File: src/sv/qpsd_pkg.sv
package qpsd_pkg;

  // field and datapath widths
  localparam int POS_W  = 16;
  localparam int TIME_W = 48;
  localparam int APC_W  = 32;
  localparam int SPD_W  = 32;
  localparam int DIR_W  = 2;
  localparam int LEV_W  = 2;
  localparam int QCNT_W = 3;
  localparam int KIND_W = 2;

  // speed numerator is angle_per_count times one million
  localparam int             US_W       = 20;
  localparam logic [US_W-1:0] US_PER_SEC = US_W'(1000000);
  localparam int             NUM_W      = APC_W + US_W;

  // modulo unit covers position plus or minus one and the modulus itself
  localparam int MOD_W      = POS_W + 1;
  localparam int DIV_STEPS  = SPD_W;
  localparam int MOD_STEPS  = MOD_W;
  localparam int STEP_CNT_W = $clog2(DIV_STEPS);

  localparam logic [QCNT_W-1:0] QUARTERS = QCNT_W'(4);

  // saturation limits of the signed speed
  localparam logic [SPD_W-1:0] SPD_POS_MAX = {1'b0, {(SPD_W-1){1'b1}}};
  localparam logic [SPD_W-1:0] SPD_NEG_MAX = {1'b1, {(SPD_W-1){1'b0}}};

  // direction codes
  localparam logic [DIR_W-1:0] DIR_STILL = 2'd0;
  localparam logic [DIR_W-1:0] DIR_CW    = 2'd1;
  localparam logic [DIR_W-1:0] DIR_ACW   = 2'd2;

  // request actions
  localparam logic ACT_LEVEL = 1'b0;
  localparam logic ACT_ZERO  = 1'b1;

  // work kinds handed from front to back
  localparam logic [KIND_W-1:0] KIND_HOLD = 2'd0;
  localparam logic [KIND_W-1:0] KIND_ZERO = 2'd1;
  localparam logic [KIND_W-1:0] KIND_STEP = 2'd2;

  // register map, index is paddr[3:2]
  localparam int               ADDR_W    = 4;
  localparam int               REG_IDX_W = 2;
  localparam logic [REG_IDX_W-1:0] REG_CPR   = 2'd0;
  localparam logic [REG_IDX_W-1:0] REG_APC   = 2'd1;
  localparam logic [REG_IDX_W-1:0] REG_PHASE = 2'd2;
  localparam int               DATA_W    = 32;

  localparam logic [POS_W-1:0] CPR_RST   = POS_W'(1024);
  localparam logic [APC_W-1:0] APC_RST   = APC_W'(23040);
  localparam logic [LEV_W-1:0] PHASE_RST = 2'd0;

  // queue depth between front and back
  localparam int QUEUE_DEPTH = 2;
  localparam int QPTR_W      = $clog2(QUEUE_DEPTH);

  typedef struct packed {
    logic [KIND_W-1:0] kind;
    logic [DIR_W-1:0]  dir;
    logic [TIME_W-1:0] period;
  } qentry_t;

  typedef struct packed {
    logic [POS_W-1:0] cpr;
    logic [APC_W-1:0] apc;
  } cfg_t;

  typedef struct packed {
    logic             load;
    logic [LEV_W-1:0] value;
  } phase_load_t;

  // clockwise gray order 00 -> 10 -> 11 -> 01 -> 00
  function automatic logic [LEV_W-1:0] next_cw(input logic [LEV_W-1:0] p);
    logic [LEV_W-1:0] n;
    case (p)
      2'd0:    n = 2'd2;
      2'd1:    n = 2'd0;
      2'd2:    n = 2'd3;
      2'd3:    n = 2'd1;
      default: n = 2'd0;
    endcase
    return n;
  endfunction

  function automatic logic [LEV_W-1:0] next_acw(input logic [LEV_W-1:0] p);
    logic [LEV_W-1:0] n;
    case (p)
      2'd0:    n = 2'd1;
      2'd1:    n = 2'd3;
      2'd2:    n = 2'd0;
      2'd3:    n = 2'd2;
      default: n = 2'd0;
    endcase
    return n;
  endfunction

endpackage

File: src/sv/quadrature_position_speed_decoder_unit.sv
// x1 quadrature decoder with wrapping position, angle and signed speed in Q16.16 per second.
// Each request gives exactly one result showing the state after it. The front end decodes
// the gray step in the cycle a request is taken and passes it through a two-entry queue, so
// requests are accepted at one per cycle until the queue fills. The back end passes a repeated,
// illegal, quarter-step or zero request from idle straight to done, and a request that completes
// a full cycle through the prep, load, divide, angle and finish states, where the 32-step radix-2
// speed divider runs in parallel with the 17-step position modulo. A result waits in the output
// register without blocking the next request. There is no clearing pass after reset.
module quadrature_position_speed_decoder_unit (
  input  logic                               clk,
  input  logic                               rst_n,
  input  logic                               in_valid,
  output logic                               in_stall,
  input  logic                               in_action,
  input  logic [qpsd_pkg::LEV_W-1:0]         in_ab_levels,
  input  logic [qpsd_pkg::TIME_W-1:0]        in_time_us,
  output logic                               out_valid,
  input  logic                               out_stall,
  output logic [qpsd_pkg::DIR_W-1:0]         out_direction,
  output logic [qpsd_pkg::POS_W-1:0]         out_position,
  output logic [qpsd_pkg::APC_W-1:0]         out_angle,
  output logic signed [qpsd_pkg::SPD_W-1:0]  out_speed,
  output logic                               out_step_done,
  input  logic                               psel,
  input  logic                               penable,
  input  logic                               pwrite,
  input  logic [qpsd_pkg::ADDR_W-1:0]        paddr,
  input  logic [qpsd_pkg::DATA_W-1:0]        pwdata,
  output logic [qpsd_pkg::DATA_W-1:0]        prdata,
  output logic                               pready
);
  import qpsd_pkg::*;

  logic [POS_W-1:0]     cpr_r;
  logic [APC_W-1:0]     apc_r;
  logic [LEV_W-1:0]     sphase_r;
  logic                 cfg_write;
  logic [REG_IDX_W-1:0] reg_idx;
  cfg_t                 cfg;
  phase_load_t          phase_load;
  qentry_t              push_entry;
  qentry_t              pop_entry;
  logic                 push;
  logic                 pop;
  logic                 q_full;
  logic                 q_empty;

  // register port
  assign pready          = 1'b1;
  assign reg_idx         = paddr[ADDR_W-1:2];
  assign cfg_write       = psel & penable & pwrite & pready;
  assign phase_load.load = cfg_write && (reg_idx == REG_PHASE);
  assign phase_load.value = pwdata[LEV_W-1:0];
  assign cfg.cpr         = cpr_r;
  assign cfg.apc         = apc_r;

  always_ff @(posedge clk) begin
    if (!rst_n) begin
      cpr_r    <= CPR_RST;
      apc_r    <= APC_RST;
      sphase_r <= PHASE_RST;
    end else if (cfg_write) begin
      case (reg_idx)
        REG_CPR:   cpr_r    <= pwdata[POS_W-1:0];
        REG_APC:   apc_r    <= pwdata[APC_W-1:0];
        REG_PHASE: sphase_r <= pwdata[LEV_W-1:0];
        default: begin
        end
      endcase
    end
  end

  // register readback
  always_comb begin
    case (reg_idx)
      REG_CPR:   prdata = DATA_W'(cpr_r);
      REG_APC:   prdata = DATA_W'(apc_r);
      REG_PHASE: prdata = DATA_W'(sphase_r);
      default:   prdata = '0;
    endcase
  end

  qpsd_front u_front (
    .clk          (clk),
    .rst_n        (rst_n),
    .in_valid     (in_valid),
    .in_stall     (in_stall),
    .in_action    (in_action),
    .in_ab_levels (in_ab_levels),
    .in_time_us   (in_time_us),
    .phase_load   (phase_load),
    .q_full       (q_full),
    .push         (push),
    .push_entry   (push_entry)
  );

  qpsd_queue u_queue (
    .clk        (clk),
    .rst_n      (rst_n),
    .push       (push),
    .push_entry (push_entry),
    .full       (q_full),
    .pop        (pop),
    .pop_entry  (pop_entry),
    .empty      (q_empty)
  );

  qpsd_back u_back (
    .clk           (clk),
    .rst_n         (rst_n),
    .cfg           (cfg),
    .empty         (q_empty),
    .pop_entry     (pop_entry),
    .pop           (pop),
    .out_valid     (out_valid),
    .out_stall     (out_stall),
    .out_direction (out_direction),
    .out_position  (out_position),
    .out_angle     (out_angle),
    .out_speed     (out_speed),
    .out_step_done (out_step_done)
  );

endmodule

File: src/sv/qpsd_front.sv
module qpsd_front (
  input  logic                          clk,
  input  logic                          rst_n,
  input  logic                          in_valid,
  output logic                          in_stall,
  input  logic                          in_action,
  input  logic [qpsd_pkg::LEV_W-1:0]    in_ab_levels,
  input  logic [qpsd_pkg::TIME_W-1:0]   in_time_us,
  input  qpsd_pkg::phase_load_t         phase_load,
  input  logic                          q_full,
  output logic                          push,
  output qpsd_pkg::qentry_t             push_entry
);
  import qpsd_pkg::*;

  logic [LEV_W-1:0]  phase_r, phase_nxt;
  logic [DIR_W-1:0]  dir_r, dir_nxt;
  logic [QCNT_W-1:0] qcnt_r, qcnt_nxt;
  logic [TIME_W-1:0] mark_r, mark_nxt;
  logic [QCNT_W-1:0] qcnt_tmp;
  logic [DIR_W-1:0]  step_dir;
  logic              accept;
  logic              cw_hit;
  logic              acw_hit;

  // requests enter whenever the queue has room
  assign in_stall = q_full;
  assign accept   = in_valid & ~q_full;
  assign push     = accept;
  assign cw_hit   = (in_ab_levels == next_cw(phase_r));
  assign acw_hit  = (in_ab_levels == next_acw(phase_r));

  // gray decode, quarter counting and period measurement
  always_comb begin
    phase_nxt         = phase_r;
    dir_nxt           = dir_r;
    qcnt_nxt          = qcnt_r;
    mark_nxt          = mark_r;
    qcnt_tmp          = qcnt_r;
    step_dir          = cw_hit ? DIR_CW : DIR_ACW;
    push_entry.kind   = KIND_HOLD;
    push_entry.period = in_time_us - mark_r;
    if (accept) begin
      if (in_action == ACT_ZERO) begin
        dir_nxt         = DIR_STILL;
        push_entry.kind = KIND_ZERO;
      end else if (cw_hit || acw_hit) begin
        phase_nxt = in_ab_levels;
        dir_nxt   = step_dir;
        if (dir_r == DIR_STILL) begin
          mark_nxt = in_time_us;
          qcnt_tmp = '0;
        end else if (dir_r != step_dir) begin
          qcnt_tmp = '0;
        end
        qcnt_tmp = qcnt_tmp + QCNT_W'(1);
        // fourth quarter in one direction completes a full cycle
        if (qcnt_tmp >= QUARTERS) begin
          qcnt_tmp        = '0;
          mark_nxt        = in_time_us;
          push_entry.kind = KIND_STEP;
        end
        qcnt_nxt = qcnt_tmp;
      end
    end
    if (phase_load.load) begin
      phase_nxt = phase_load.value;
    end
    push_entry.dir = dir_nxt;
  end

  always_ff @(posedge clk) begin
    if (!rst_n) begin
      phase_r <= PHASE_RST;
      dir_r   <= DIR_STILL;
      qcnt_r  <= '0;
      mark_r  <= '0;
    end else begin
      phase_r <= phase_nxt;
      dir_r   <= dir_nxt;
      qcnt_r  <= qcnt_nxt;
      mark_r  <= mark_nxt;
    end
  end

endmodule

File: src/sv/qpsd_queue.sv
module qpsd_queue (
  input  logic              clk,
  input  logic              rst_n,
  input  logic              push,
  input  qpsd_pkg::qentry_t push_entry,
  output logic              full,
  input  logic              pop,
  output qpsd_pkg::qentry_t pop_entry,
  output logic              empty
);
  import qpsd_pkg::*;

  qentry_t             entry_r [QUEUE_DEPTH];
  logic [QPTR_W-1:0]   wr_ptr_r, wr_ptr_nxt;
  logic [QPTR_W-1:0]   rd_ptr_r, rd_ptr_nxt;
  logic [QPTR_W:0]     cnt_r, cnt_nxt;

  assign full      = (cnt_r == (QPTR_W+1)'(QUEUE_DEPTH));
  assign empty     = (cnt_r == '0);
  assign pop_entry = entry_r[rd_ptr_r];

  // pointer and fill count
  always_comb begin
    wr_ptr_nxt = push ? wr_ptr_r + QPTR_W'(1) : wr_ptr_r;
    rd_ptr_nxt = pop ? rd_ptr_r + QPTR_W'(1) : rd_ptr_r;
    cnt_nxt    = cnt_r;
    if (push && !pop) begin
      cnt_nxt = cnt_r + (QPTR_W+1)'(1);
    end else if (pop && !push) begin
      cnt_nxt = cnt_r - (QPTR_W+1)'(1);
    end
  end

  always_ff @(posedge clk) begin
    if (!rst_n) begin
      wr_ptr_r <= '0;
      rd_ptr_r <= '0;
      cnt_r    <= '0;
    end else begin
      wr_ptr_r <= wr_ptr_nxt;
      rd_ptr_r <= rd_ptr_nxt;
      cnt_r    <= cnt_nxt;
    end
  end

  // entry storage
  always_ff @(posedge clk) begin
    if (push) begin
      entry_r[wr_ptr_r] <= push_entry;
    end
  end

endmodule

File: src/sv/qpsd_back.sv
module qpsd_back (
  input  logic                               clk,
  input  logic                               rst_n,
  input  qpsd_pkg::cfg_t                     cfg,
  input  logic                               empty,
  input  qpsd_pkg::qentry_t                  pop_entry,
  output logic                               pop,
  output logic                               out_valid,
  input  logic                               out_stall,
  output logic [qpsd_pkg::DIR_W-1:0]         out_direction,
  output logic [qpsd_pkg::POS_W-1:0]         out_position,
  output logic [qpsd_pkg::APC_W-1:0]         out_angle,
  output logic signed [qpsd_pkg::SPD_W-1:0]  out_speed,
  output logic                               out_step_done
);
  import qpsd_pkg::*;

  localparam int                 STATE_W  = 3;
  localparam logic [STATE_W-1:0] ST_IDLE  = 3'd0;
  localparam logic [STATE_W-1:0] ST_PREP  = 3'd1;
  localparam logic [STATE_W-1:0] ST_LOAD  = 3'd2;
  localparam logic [STATE_W-1:0] ST_DIV   = 3'd3;
  localparam logic [STATE_W-1:0] ST_ANG   = 3'd4;
  localparam logic [STATE_W-1:0] ST_FIN   = 3'd5;
  localparam logic [STATE_W-1:0] ST_DONE  = 3'd6;
  localparam int                 PROD_W   = POS_W + APC_W;
  localparam int                 HI_W     = NUM_W - SPD_W;

  logic [STATE_W-1:0]    state_r, state_nxt;
  logic [DIR_W-1:0]      dir_r, dir_nxt;
  logic                  step_r, step_nxt;
  logic [TIME_W-1:0]     period_r, period_nxt;
  logic [POS_W-1:0]      pos_r, pos_nxt;
  logic [APC_W-1:0]      ang_r, ang_nxt;
  logic [SPD_W-1:0]      spd_r, spd_nxt;
  logic [NUM_W-1:0]      num_r, num_nxt;
  logic [TIME_W-1:0]     drem_r, drem_nxt;
  logic [SPD_W-1:0]      dquo_r, dquo_nxt;
  logic                  dsat_r, dsat_nxt;
  logic [MOD_W-1:0]      mrem_r, mrem_nxt;
  logic [MOD_W-1:0]      mval_r, mval_nxt;
  logic [MOD_W-1:0]      mdiv_r, mdiv_nxt;
  logic [STEP_CNT_W-1:0] cnt_r, cnt_nxt;
  logic [PROD_W-1:0]     prod_r, prod_nxt;
  logic                  ovld_r, ovld_nxt;
  logic [DIR_W-1:0]      odir_r, odir_nxt;
  logic [POS_W-1:0]      opos_r, opos_nxt;
  logic [APC_W-1:0]      oang_r, oang_nxt;
  logic [SPD_W-1:0]      ospd_r, ospd_nxt;
  logic                  ostep_r, ostep_nxt;
  logic [MOD_W-1:0]      mod_m;
  logic [TIME_W:0]       dt;
  logic [MOD_W:0]        mt;
  logic [HI_W-1:0]       num_hi;
  logic                  out_free;

  assign out_valid     = ovld_r;
  assign out_direction = odir_r;
  assign out_position  = opos_r;
  assign out_angle     = oang_r;
  assign out_speed     = ospd_r;
  assign out_step_done = ostep_r;

  assign out_free = ~ovld_r | ~out_stall;
  assign num_hi   = num_r[NUM_W-1:SPD_W];
  // zero counts per revolution acts as the full position range
  assign mod_m    = (cfg.cpr == '0) ? {1'b1, {POS_W{1'b0}}} : {1'b0, cfg.cpr};
  // one restoring step each for the speed divider and the position modulo
  assign dt       = {drem_r, dquo_r[SPD_W-1]};
  assign mt       = {mrem_r, mval_r[MOD_W-1]};

  // sequencer for one queued request
  always_comb begin
    state_nxt  = state_r;
    dir_nxt    = dir_r;
    step_nxt   = step_r;
    period_nxt = period_r;
    pos_nxt    = pos_r;
    ang_nxt    = ang_r;
    spd_nxt    = spd_r;
    num_nxt    = num_r;
    drem_nxt   = drem_r;
    dquo_nxt   = dquo_r;
    dsat_nxt   = dsat_r;
    mrem_nxt   = mrem_r;
    mval_nxt   = mval_r;
    mdiv_nxt   = mdiv_r;
    cnt_nxt    = cnt_r;
    prod_nxt   = prod_r;
    ovld_nxt   = ovld_r & out_stall;
    odir_nxt   = odir_r;
    opos_nxt   = opos_r;
    oang_nxt   = oang_r;
    ospd_nxt   = ospd_r;
    ostep_nxt  = ostep_r;
    pop        = 1'b0;
    case (state_r)
      ST_IDLE: begin
        if (!empty) begin
          pop        = 1'b1;
          dir_nxt    = pop_entry.dir;
          period_nxt = pop_entry.period;
          step_nxt   = 1'b0;
          state_nxt  = ST_DONE;
          if (pop_entry.kind == KIND_ZERO) begin
            pos_nxt = '0;
            ang_nxt = '0;
          end else if (pop_entry.kind == KIND_STEP) begin
            step_nxt  = 1'b1;
            state_nxt = ST_PREP;
          end
        end
      end
      ST_PREP: begin
        // speed numerator and the modulo operands
        num_nxt  = NUM_W'(cfg.apc) * NUM_W'(US_PER_SEC);
        mdiv_nxt = mod_m;
        mrem_nxt = '0;
        if (dir_r == DIR_CW) begin
          mval_nxt = {1'b0, pos_r} + MOD_W'(1);
        end else begin
          mval_nxt = {1'b0, pos_r} + mod_m - MOD_W'(1);
        end
        state_nxt = ST_LOAD;
      end
      ST_LOAD: begin
        // a quotient of 2^32 or more, or a zero period, saturates
        dsat_nxt  = (period_r == '0) || (TIME_W'(num_hi) >= period_r);
        drem_nxt  = TIME_W'(num_hi);
        dquo_nxt  = num_r[SPD_W-1:0];
        cnt_nxt   = '0;
        state_nxt = ST_DIV;
      end
      ST_DIV: begin
        if (dt >= {1'b0, period_r}) begin
          drem_nxt = TIME_W'(dt - {1'b0, period_r});
          dquo_nxt = {dquo_r[SPD_W-2:0], 1'b1};
        end else begin
          drem_nxt = dt[TIME_W-1:0];
          dquo_nxt = {dquo_r[SPD_W-2:0], 1'b0};
        end
        if (cnt_r < STEP_CNT_W'(MOD_STEPS)) begin
          mval_nxt = {mval_r[MOD_W-2:0], 1'b0};
          if (mt >= {1'b0, mdiv_r}) begin
            mrem_nxt = MOD_W'(mt - {1'b0, mdiv_r});
          end else begin
            mrem_nxt = mt[MOD_W-1:0];
          end
        end
        cnt_nxt = cnt_r + STEP_CNT_W'(1);
        if (cnt_r == STEP_CNT_W'(DIV_STEPS - 1)) begin
          state_nxt = ST_ANG;
        end
      end
      ST_ANG: begin
        pos_nxt  = mrem_r[POS_W-1:0];
        prod_nxt = PROD_W'(mrem_r[POS_W-1:0]) * PROD_W'(cfg.apc);
        // signed saturation of the speed magnitude
        if (dir_r == DIR_ACW) begin
          spd_nxt = (dsat_r || dquo_r[SPD_W-1]) ? SPD_NEG_MAX : ~dquo_r + SPD_W'(1);
        end else begin
          spd_nxt = (dsat_r || dquo_r[SPD_W-1]) ? SPD_POS_MAX : dquo_r;
        end
        state_nxt = ST_FIN;
      end
      ST_FIN: begin
        ang_nxt   = (|prod_r[PROD_W-1:APC_W]) ? '1 : prod_r[APC_W-1:0];
        state_nxt = ST_DONE;
      end
      ST_DONE: begin
        if (out_free) begin
          ovld_nxt  = 1'b1;
          odir_nxt  = dir_r;
          opos_nxt  = pos_r;
          oang_nxt  = ang_r;
          ospd_nxt  = spd_r;
          ostep_nxt = step_r;
          state_nxt = ST_IDLE;
        end
      end
      default: begin
        state_nxt = ST_IDLE;
      end
    endcase
  end

  // control and architectural state
  always_ff @(posedge clk) begin
    if (!rst_n) begin
      state_r <= ST_IDLE;
      ovld_r  <= 1'b0;
      pos_r   <= '0;
      ang_r   <= '0;
      spd_r   <= '0;
    end else begin
      state_r <= state_nxt;
      ovld_r  <= ovld_nxt;
      pos_r   <= pos_nxt;
      ang_r   <= ang_nxt;
      spd_r   <= spd_nxt;
    end
  end

  // working and result payload
  always_ff @(posedge clk) begin
    dir_r    <= dir_nxt;
    step_r   <= step_nxt;
    period_r <= period_nxt;
    num_r    <= num_nxt;
    drem_r   <= drem_nxt;
    dquo_r   <= dquo_nxt;
    dsat_r   <= dsat_nxt;
    mrem_r   <= mrem_nxt;
    mval_r   <= mval_nxt;
    mdiv_r   <= mdiv_nxt;
    cnt_r    <= cnt_nxt;
    prod_r   <= prod_nxt;
    odir_r   <= odir_nxt;
    opos_r   <= opos_nxt;
    oang_r   <= oang_nxt;
    ospd_r   <= ospd_nxt;
    ostep_r  <= ostep_nxt;
  end

endmodule

File: config.mk
export PLATFORM = sky130hd
export DESIGN_NAME = quadrature_position_speed_decoder_unit
export DESIGN_NICKNAME = d
export VERILOG_FILES = /design/src/sv/qpsd_pkg.sv /design/src/sv/quadrature_position_speed_decoder_unit.sv /design/src/sv/qpsd_front.sv /design/src/sv/qpsd_queue.sv /design/src/sv/qpsd_back.sv
export SDC_FILE = /design/constraint.sdc
export NUM_CORES = 2
export LEC_CHECK = 0
export ABC_CLOCK_PERIOD_IN_PS = 11150
export BUFFER_PORTS_ARGS = -buffer_cell sky130_fd_sc_hd__buf_2
export CAP_MARGIN = 20
export CORE_UTILIZATION = 25
export DETAILED_ROUTE_END_ITERATION = 10
export GPL_TIMING_DRIVEN = 0
export PLACE_DENSITY_LB_ADDON = 0.3
export SYNTH_ARGS = -nofsm -noshare
export SYNTH_HDL_FRONTEND = slang
export SYNTH_SLANG_ARGS = --single-unit
File: constraint.sdc
create_clock -name clk -period 11.15 [get_ports clk]
set_input_delay 1.6725 -clock clk [delete_from_list [all_inputs] [get_ports clk]]
set_output_delay 1.6725 -clock clk [all_outputs]
set_load 0.1 [all_outputs]
## Word-level counts from Yosys, hierarchy flattened

Memories as Yosys holds them, arrays and structs flattened. A register that Yosys moved wholly into a read port is not among the register bits.
Cells that the tools add are included.
Widths: inputs -> output; s select.

- Add/sub/neg operators: 13
- Multiply operators: 2
- Div/mod/pow operators: 0
- Order comparisons: 5
- Eq/ne operators: 26
- Shift operators: 0
- Multiplexer cells: 62
- Bitwise operators: 11
- Reductions and logical operators: 36

Operator list:

| kind | number |
|---|---|
| $mux 32 | 6 |
| $mux 48 | 3 |
| $pmux 32 s2 | 2 |
| $pmux 32 s3 | 1 |
| $pmux 48 s2 | 1 |
| $sub 48x48->48 | 2 |
| $mux 17 | 5 |
| $pmux 17 s2 | 2 |
| $ge 49x48->1 | 1 |
| $ge 20x48->1 | 1 |
| $logic_not 48->1 | 1 |
| $mul 16x32->48 | 1 |
| $mul 32x14->46 const B | 1 |
| $mux 3 | 11 |
| $add 32x1->32 const B | 1 |
| $mux 16 | 2 |
| $not 32->32 | 1 |
| $pmux 16 s2 | 1 |
| $mux 2 | 14 |
| $pmux 3 s7 | 1 |
| $ge 18x17->1 | 1 |
| $add 16x1->17 const B | 1 |
| $add 16x17->17 | 1 |
| $sub 17x1->17 const B | 1 |
| other kinds (35) | 93 |

- Register bits after elaboration: 558
- Latch bits: 0
- Bits in writable memories: 104
- ROM bits: 0
- Input port bits: 94
- Output and inout bits: 118
- Memories kept: 1

Memories:

| memory | depth | bits a word | read ports | clocked after memory_dff | wr ports | RTL line | text |
|---|---|---|---|---|---|---|---|
| u_queue.entry_r | 2 | 52 | 1 | 1 | 1 | qpsd_queue.sv:13 | `qentry_t entry_r [QUEUE_DEPTH];` |

## Depth between registers and ports, before layout

- Depth after elaboration: 16
- Gate-level depth with buffers: 26

## Modules after synthesis

From an unflattened synthesis, not the netlist that was laid out.

- Cell total of the unflattened synthesis: 5812
- Area, all modules: 57209.9 µm²

By module, submodules not included:

| module | times used | cells each | area each (µm²) | seq. area each (µm²) |
|---|---|---|---|---|
| qpsd_back | 1 | 4669 | 45464.9 | 12642.1 |
| qpsd_front | 1 | 691 | 5348.9 | 1101.1 |
| qpsd_queue | 1 | 184 | 3970.1 | 3223.1 |
| quadrature_position_speed_decoder_unit | 1 | 268 | 2426.1 | 1001.0 |

## Worst setup path after synthesis

Ideal clock, no wire load.

- Kind: input-to-reg
- Start: in out_stall
- End: reg u_back.oang_r[0] (netlist: u_back.out_angle[0]) (enable)
- Setup time: 0.644 ns
- Data arrival time: 7.834 ns
- Data required time: 10.506 ns
- Setup slack: 2.672 ns
- Stages on the path: 2
- Path through: nand2_1 -> nor3b_1

- Longest elaborated chain between the ends: 3

Ends and longest elaborated chain:

| element | RTL line | text |
|---|---|---|
| start, declared | quadrature_position_speed_decoder_unit.sv:18 | `input logic out_stall,` |
| $not 1->1 | qpsd_back.sv:64 | `assign out_free = ~ovld_r \| ~out_stall;` |
| $or 1x1->1 | qpsd_back.sv:64 |  |
| $reduce_and 2->1 (no line) | - |  |
| end signal, assigned | qpsd_back.sv:220 | `oang_r <= oang_nxt;` |
| end, declared | qpsd_back.sv:48 | `logic [APC_W-1:0] oang_r, oang_nxt;` |

No other way between the ends.
A chain may end at the register's enable or synchronous reset.

## Worst setup path in the final report

- Start: reg apc_r[16]
- End: reg u_back.prod_r[45] (data pin)

- Longest elaborated chain between the ends: 1

Ends and longest elaborated chain:

| element | RTL line | text |
|---|---|---|
| start, declared | quadrature_position_speed_decoder_unit.sv:35 | `logic [APC_W-1:0] apc_r;` |
| start signal, assigned | quadrature_position_speed_decoder_unit.sv:65 | `REG_APC: apc_r <= pwdata[APC_W-1:0];` |
| $mul 16x32->48 | qpsd_back.sv:157 | `prod_nxt = PROD_W'(mrem_r[POS_W-1:0]) * PROD_W'(cfg.apc);` |
| end signal, assigned | qpsd_back.sv:217 | `prod_r <= prod_nxt;` |
| end, declared | qpsd_back.sv:44 | `logic [PROD_W-1:0] prod_r, prod_nxt;` |

No other way between the ends.

==> flow_metrics.env <==
export IMPL_critPathArrivalTime_ps=9230
export IMPL_path_clk_slew_ps=70
export IMPL_synth_nets=7002
export IMPL_yosysUniqueCellTypes=87
export IMPL_mostFrequentLayoutCells="inv_1 (898), nand2_1 (833), fa_1 (557), edfxtp_1 (469), ha_1 (442)"
export IMPL_num_rows=174
export IMPL_hp_start="u_back.ang_r[21]$_SDFFE_PN0P_"
export IMPL_synth_edff_count=469
export IMPL_tightest_slew_ps=1180
export IMPL_cts_sinks=663
export IMPL_critPathMaxFanout=10
export IMPL_drcViolationCount=0
export IMPL_routabilityCongestion=0.919
export IMPL_synth_simple_area_share_pct=14.1
export IMPL_cts_made_buffers=77
export IMPL_cpLargestDelayFamily="adder cells"
export IMPL_drt_initial_drc_count=2856
export IMPL_synth_ff_type="edfxtp_1"
export IMPL_dp_hpwl_um=140000
export IMPL_ir_worst_vdd_uv=306
export IMPL_ys_seq_area_share_pct=31.6
export IMPL_core_um2=225000
export IMPL_post_cts_setup_buffers=0
export IMPL_dieArea_um2=229000
export IMPL_instances_no_fill=9285
export IMPL_viasPerCell=4.62
export IMPL_vias=42900
export IMPL_drv_slew=0
export IMPL_fin_crit_ps=8770
export IMPL_post_route_util_pct=28.8
export IMPL_routed_wl_um=173000
export IMPL_mostFrequentLayoutCell="inv_1"
export IMPL_worstPathRequired_ps=11610
export IMPL_start_util_pct=25.2
export IMPL_intPower_w=0.00795
export IMPL_grt_pass1_wl_um=268000
export IMPL_netlist_instances=5909
export IMPL_grtUsageTotal_pct=15.2
export IMPL_synth_area_leader_cell="edfxtp_1"
export IMPL_yosysTopAreaCellShare_pct=24.8
export IMPL_crit_buf_inv=6
export IMPL_start_kind="flop"
export IMPL_p_seq_share_pct=26.9
export IMPL_cts_hold_buffers=0
export IMPL_synth_compound_area_share_pct=11.9
export IMPL_clock_path_buffers=3
export IMPL_critPathLaunch="apc_r[16]$_SDFFE_PN0P_"
export IMPL_fin_crit_sh_pct=78.7
export IMPL_setup_viol=0
export IMPL_avgSynthCellArea_um2=9.61
export IMPL_fin_skew_ps=57.4
export IMPL_antenna_found_initial=33
export IMPL_crit_slowest_cell="clkbuf_1"
export IMPL_placedInstanceArea_um2=62000
export IMPL_async_reset_ff_share_pct=0
export IMPL_pwr_share_comb_pct=53.1
export IMPL_dp_cells=9129
export IMPL_tns_ps=0
export IMPL_switchingPower_w=0.00639
export IMPL_p_total_w=0.0143
export IMPL_grt_overflow=0
export IMPL_r2r_start="apc_r[16]$_SDFFE_PN0P_"
export IMPL_powerDensity_nw_per_um2=221
export IMPL_finalHoldViolations=0
export IMPL_nets=7314
export IMPL_synth_xor_area_share_pct=3.39
export IMPL_io_pins=212
export IMPL_avgRoutedWirePerCell_um=18.7
export IMPL_drive_gt1_share_pct=7.30
export IMPL_io_buffers=208
export IMPL_cp_common_cell="fa_1"
export IMPL_htreeDepth=3
export IMPL_grt_pass1_vias=44100
export IMPL_critPathKind="flop to flop"
export IMPL_cts_repair_resized=0
export IMPL_synth_adder_area_share_pct=29.4
export IMPL_synth_top_family_by_area="adder cells"
export IMPL_firstDrtPassIters=5
export IMPL_root_buffer="clkbuf_16"
export IMPL_syn_area_um2=56800
export IMPL_max_freq_mhz=114
export IMPL_clockPowerShare_pct=19.9
export IMPL_synthMuxAreaShare_pct=1.72
export IMPL_hold_path_class="flop to flop"
export IMPL_p_leak_nw=28.0
export IMPL_grt_max_degree=58
export IMPL_clock_latency_ps=730
export IMPL_outcome="completed"
export IMPL_design_area_um2=64900
export IMPL_crit_path_end_kind="flop"
export IMPL_die_w_um=479
export IMPL_slowest_delay_ps=660
export IMPL_yosysWarnings=0
export IMPL_dieHeight_um=479
export IMPL_switching_share_pct=44.6
export IMPL_grt_setup_unrepaired="false"
export IMPL_relSlewSlack_pct=21.2
export IMPL_ys_seq_elements=663
export IMPL_ant_nets=0
export IMPL_cts_tree="built"
export IMPL_maxCapViolations=0
export IMPL_synthTopCellsByArea="edfxtp_1 (25%), fa_1 (20%), ha_1 (9.7%), dfxtp_1 (6.8%), inv_1 (5.9%)"
export IMPL_syn_to_final_growth_pct=14.3
export IMPL_critical_path_cell_chain="clkbuf_1 -> clkbuf_1 -> nand2_1 -> fa_1 -> fa_1 -> fa_1 -> inv_1 -> fa_1 -> fa_1 -> inv_1 -> fa_1 -> inv_1 -> ha_1 -> clkbuf_1 -> and3_1 -> and3_1 -> o211ai_1 -> a31oi_1 -> o32a_1 -> a21boi_1 -> o21ai_1 -> o41a_1 -> a41o_1 -> xor2_1"
[metal layers]
layer | vias up | GRT usage [%] | wire, µm
met5 | - | 0 | 145
met4 | 26 | 5.90 | 6720
li1 | 20100 | - | -
met1 | 21400 | 20.9 | 79700
met3 | 250 | 2.18 | 9740
met2 | 1105 | 24.0 | 76900
[cells by family after synthesis]
| group | after synthesis |
|---|---|
| AND/OR/NAND/NOR | 1719 |
| buffers and inverters | 1185 |
| AO/OA/AOI/OAI | 1031 |
| adder cells (fa/ha/maj) | 999 |
| flip-flops | 663 |
| XOR/XNOR | 220 |
| multiplexers | 91 |
| other | 1 |
[flip-flops by register name, indices dropped and copies added, names as in the netlist, 16 cells and up, named ones only]
| register | flops |
|---|---|
| u_back.out_angle | 32 |
| u_back.mrem_r | 17 |
| u_back.spd_r | 32 |
| apc_r | 32 |
| u_back.out_speed | 32 |
| u_back.out_position | 16 |
| u_back.num_r | 46 |
| u_back.period_r | 48 |
| cpr_r | 16 |
| u_back.mval_r | 17 |
| u_back.dquo_r | 32 |
| u_back.drem_r | 48 |
| u_back.mdiv_r | 17 |
| u_back.pos_r | 16 |
| u_front.mark_r | 48 |
| u_back.ang_r | 32 |
| u_back.prod_r | 48 |
| u_queue.entry_r | 104 |
[metrics by stage]
step / hold WS, ps / setup WS, ps
after global placement: 412 / -795
after CTS: 428 / 2440
after detailed placement: 413 / 2470
final: 426 / 2380
after floorplan: 400 / 2670
after global routing: 436 / 2070
[power by group through the flow]
| stage | Clock [W] | Sequential (W) | Combinational [W] |
|---|---|---|---|
| global placement | 0 | 0.00398 | 0.00745 |
| CTS | 0.00295 | 0.00386 | 0.00765 |
| floorplan | 0 | 0.00395 | 0.00538 |
| global route | 0.00302 | 0.00391 | 0.00864 |
| finish | 0.00286 | 0.00386 | 0.00762 |
| detailed placement | 0 | 0.00391 | 0.00760 |
[synth_stat cells, drive strengths merged, types with 8 or more instances]
| library cell | instances |
|---|---|
| nand3 | 59 |
| nand2b | 26 |
| o22ai | 9 |
| edfxtp | 469 |
| ha | 442 |
| mux2i | 39 |
| and3 | 36 |
| nand2 | 833 |
| o211a | 11 |
| o31ai | 16 |
| nor4 | 35 |
| o21ai | 184 |
| a22oi | 16 |
| mux2 | 52 |
| nand4 | 46 |
| nor2b | 63 |
| clkbuf | 268 |
| xnor2 | 150 |
| or3 | 32 |
| buf | 18 |
| a211oi | 36 |
| nor2 | 241 |
| dfxtp | 194 |
| a2111oi | 8 |
| fa | 557 |
| a21o | 133 |
| o21bai | 33 |
| nor3 | 55 |
| a31oi | 43 |
| xor2 | 70 |
| and4 | 8 |
| and2 | 254 |
| o211ai | 17 |
| a21oi | 266 |
| a21boi | 144 |
| inv | 899 |
| o21a | 36 |
[final timing paths]
kind	to	cells past startpoint	slack (ps)
worst max-delay path	u_back.prod_r[45]$_DFFE_PP_	24	2380
worst min-delay path	u_back.out_angle[21]$_DFFE_PP_	0	430
worst max register to register	u_back.prod_r[45]$_DFFE_PP_	24	2380
worst min register to register	u_back.out_angle[21]$_DFFE_PP_	0	430
[worst register-to-register path, stage by stage, from the launching register on]
cell,delay [ps]
dfxtp_1,640
clkbuf_1,660
clkbuf_1,590
nand2_1,150
fa_1,540
fa_1,450
fa_1,510
inv_1,40
fa_1,460
fa_1,550
inv_1,50
fa_1,520
inv_1,40
ha_1,270
clkbuf_1,230
and3_1,270
and3_1,220
o211ai_1,240
a31oi_1,270
o32a_1,440
a21boi_1,320
o21ai_1,220
o41a_1,380
a41o_1,260
xor2_1,140
[cell type report]
cell class              count  area, µm²
inverters                 899       3370
fillers                 23800     160000
diodes                      7       17.5
flip-flops and latches    663      18000
clock inverters            47        738
plain buffers             286       1100
well taps                2992       3740
multi-input cells        4061      34400
clock buffers              97       2110
repair buffers            233       1450
No activity file was read; power rests on OpenSTA's default activity.
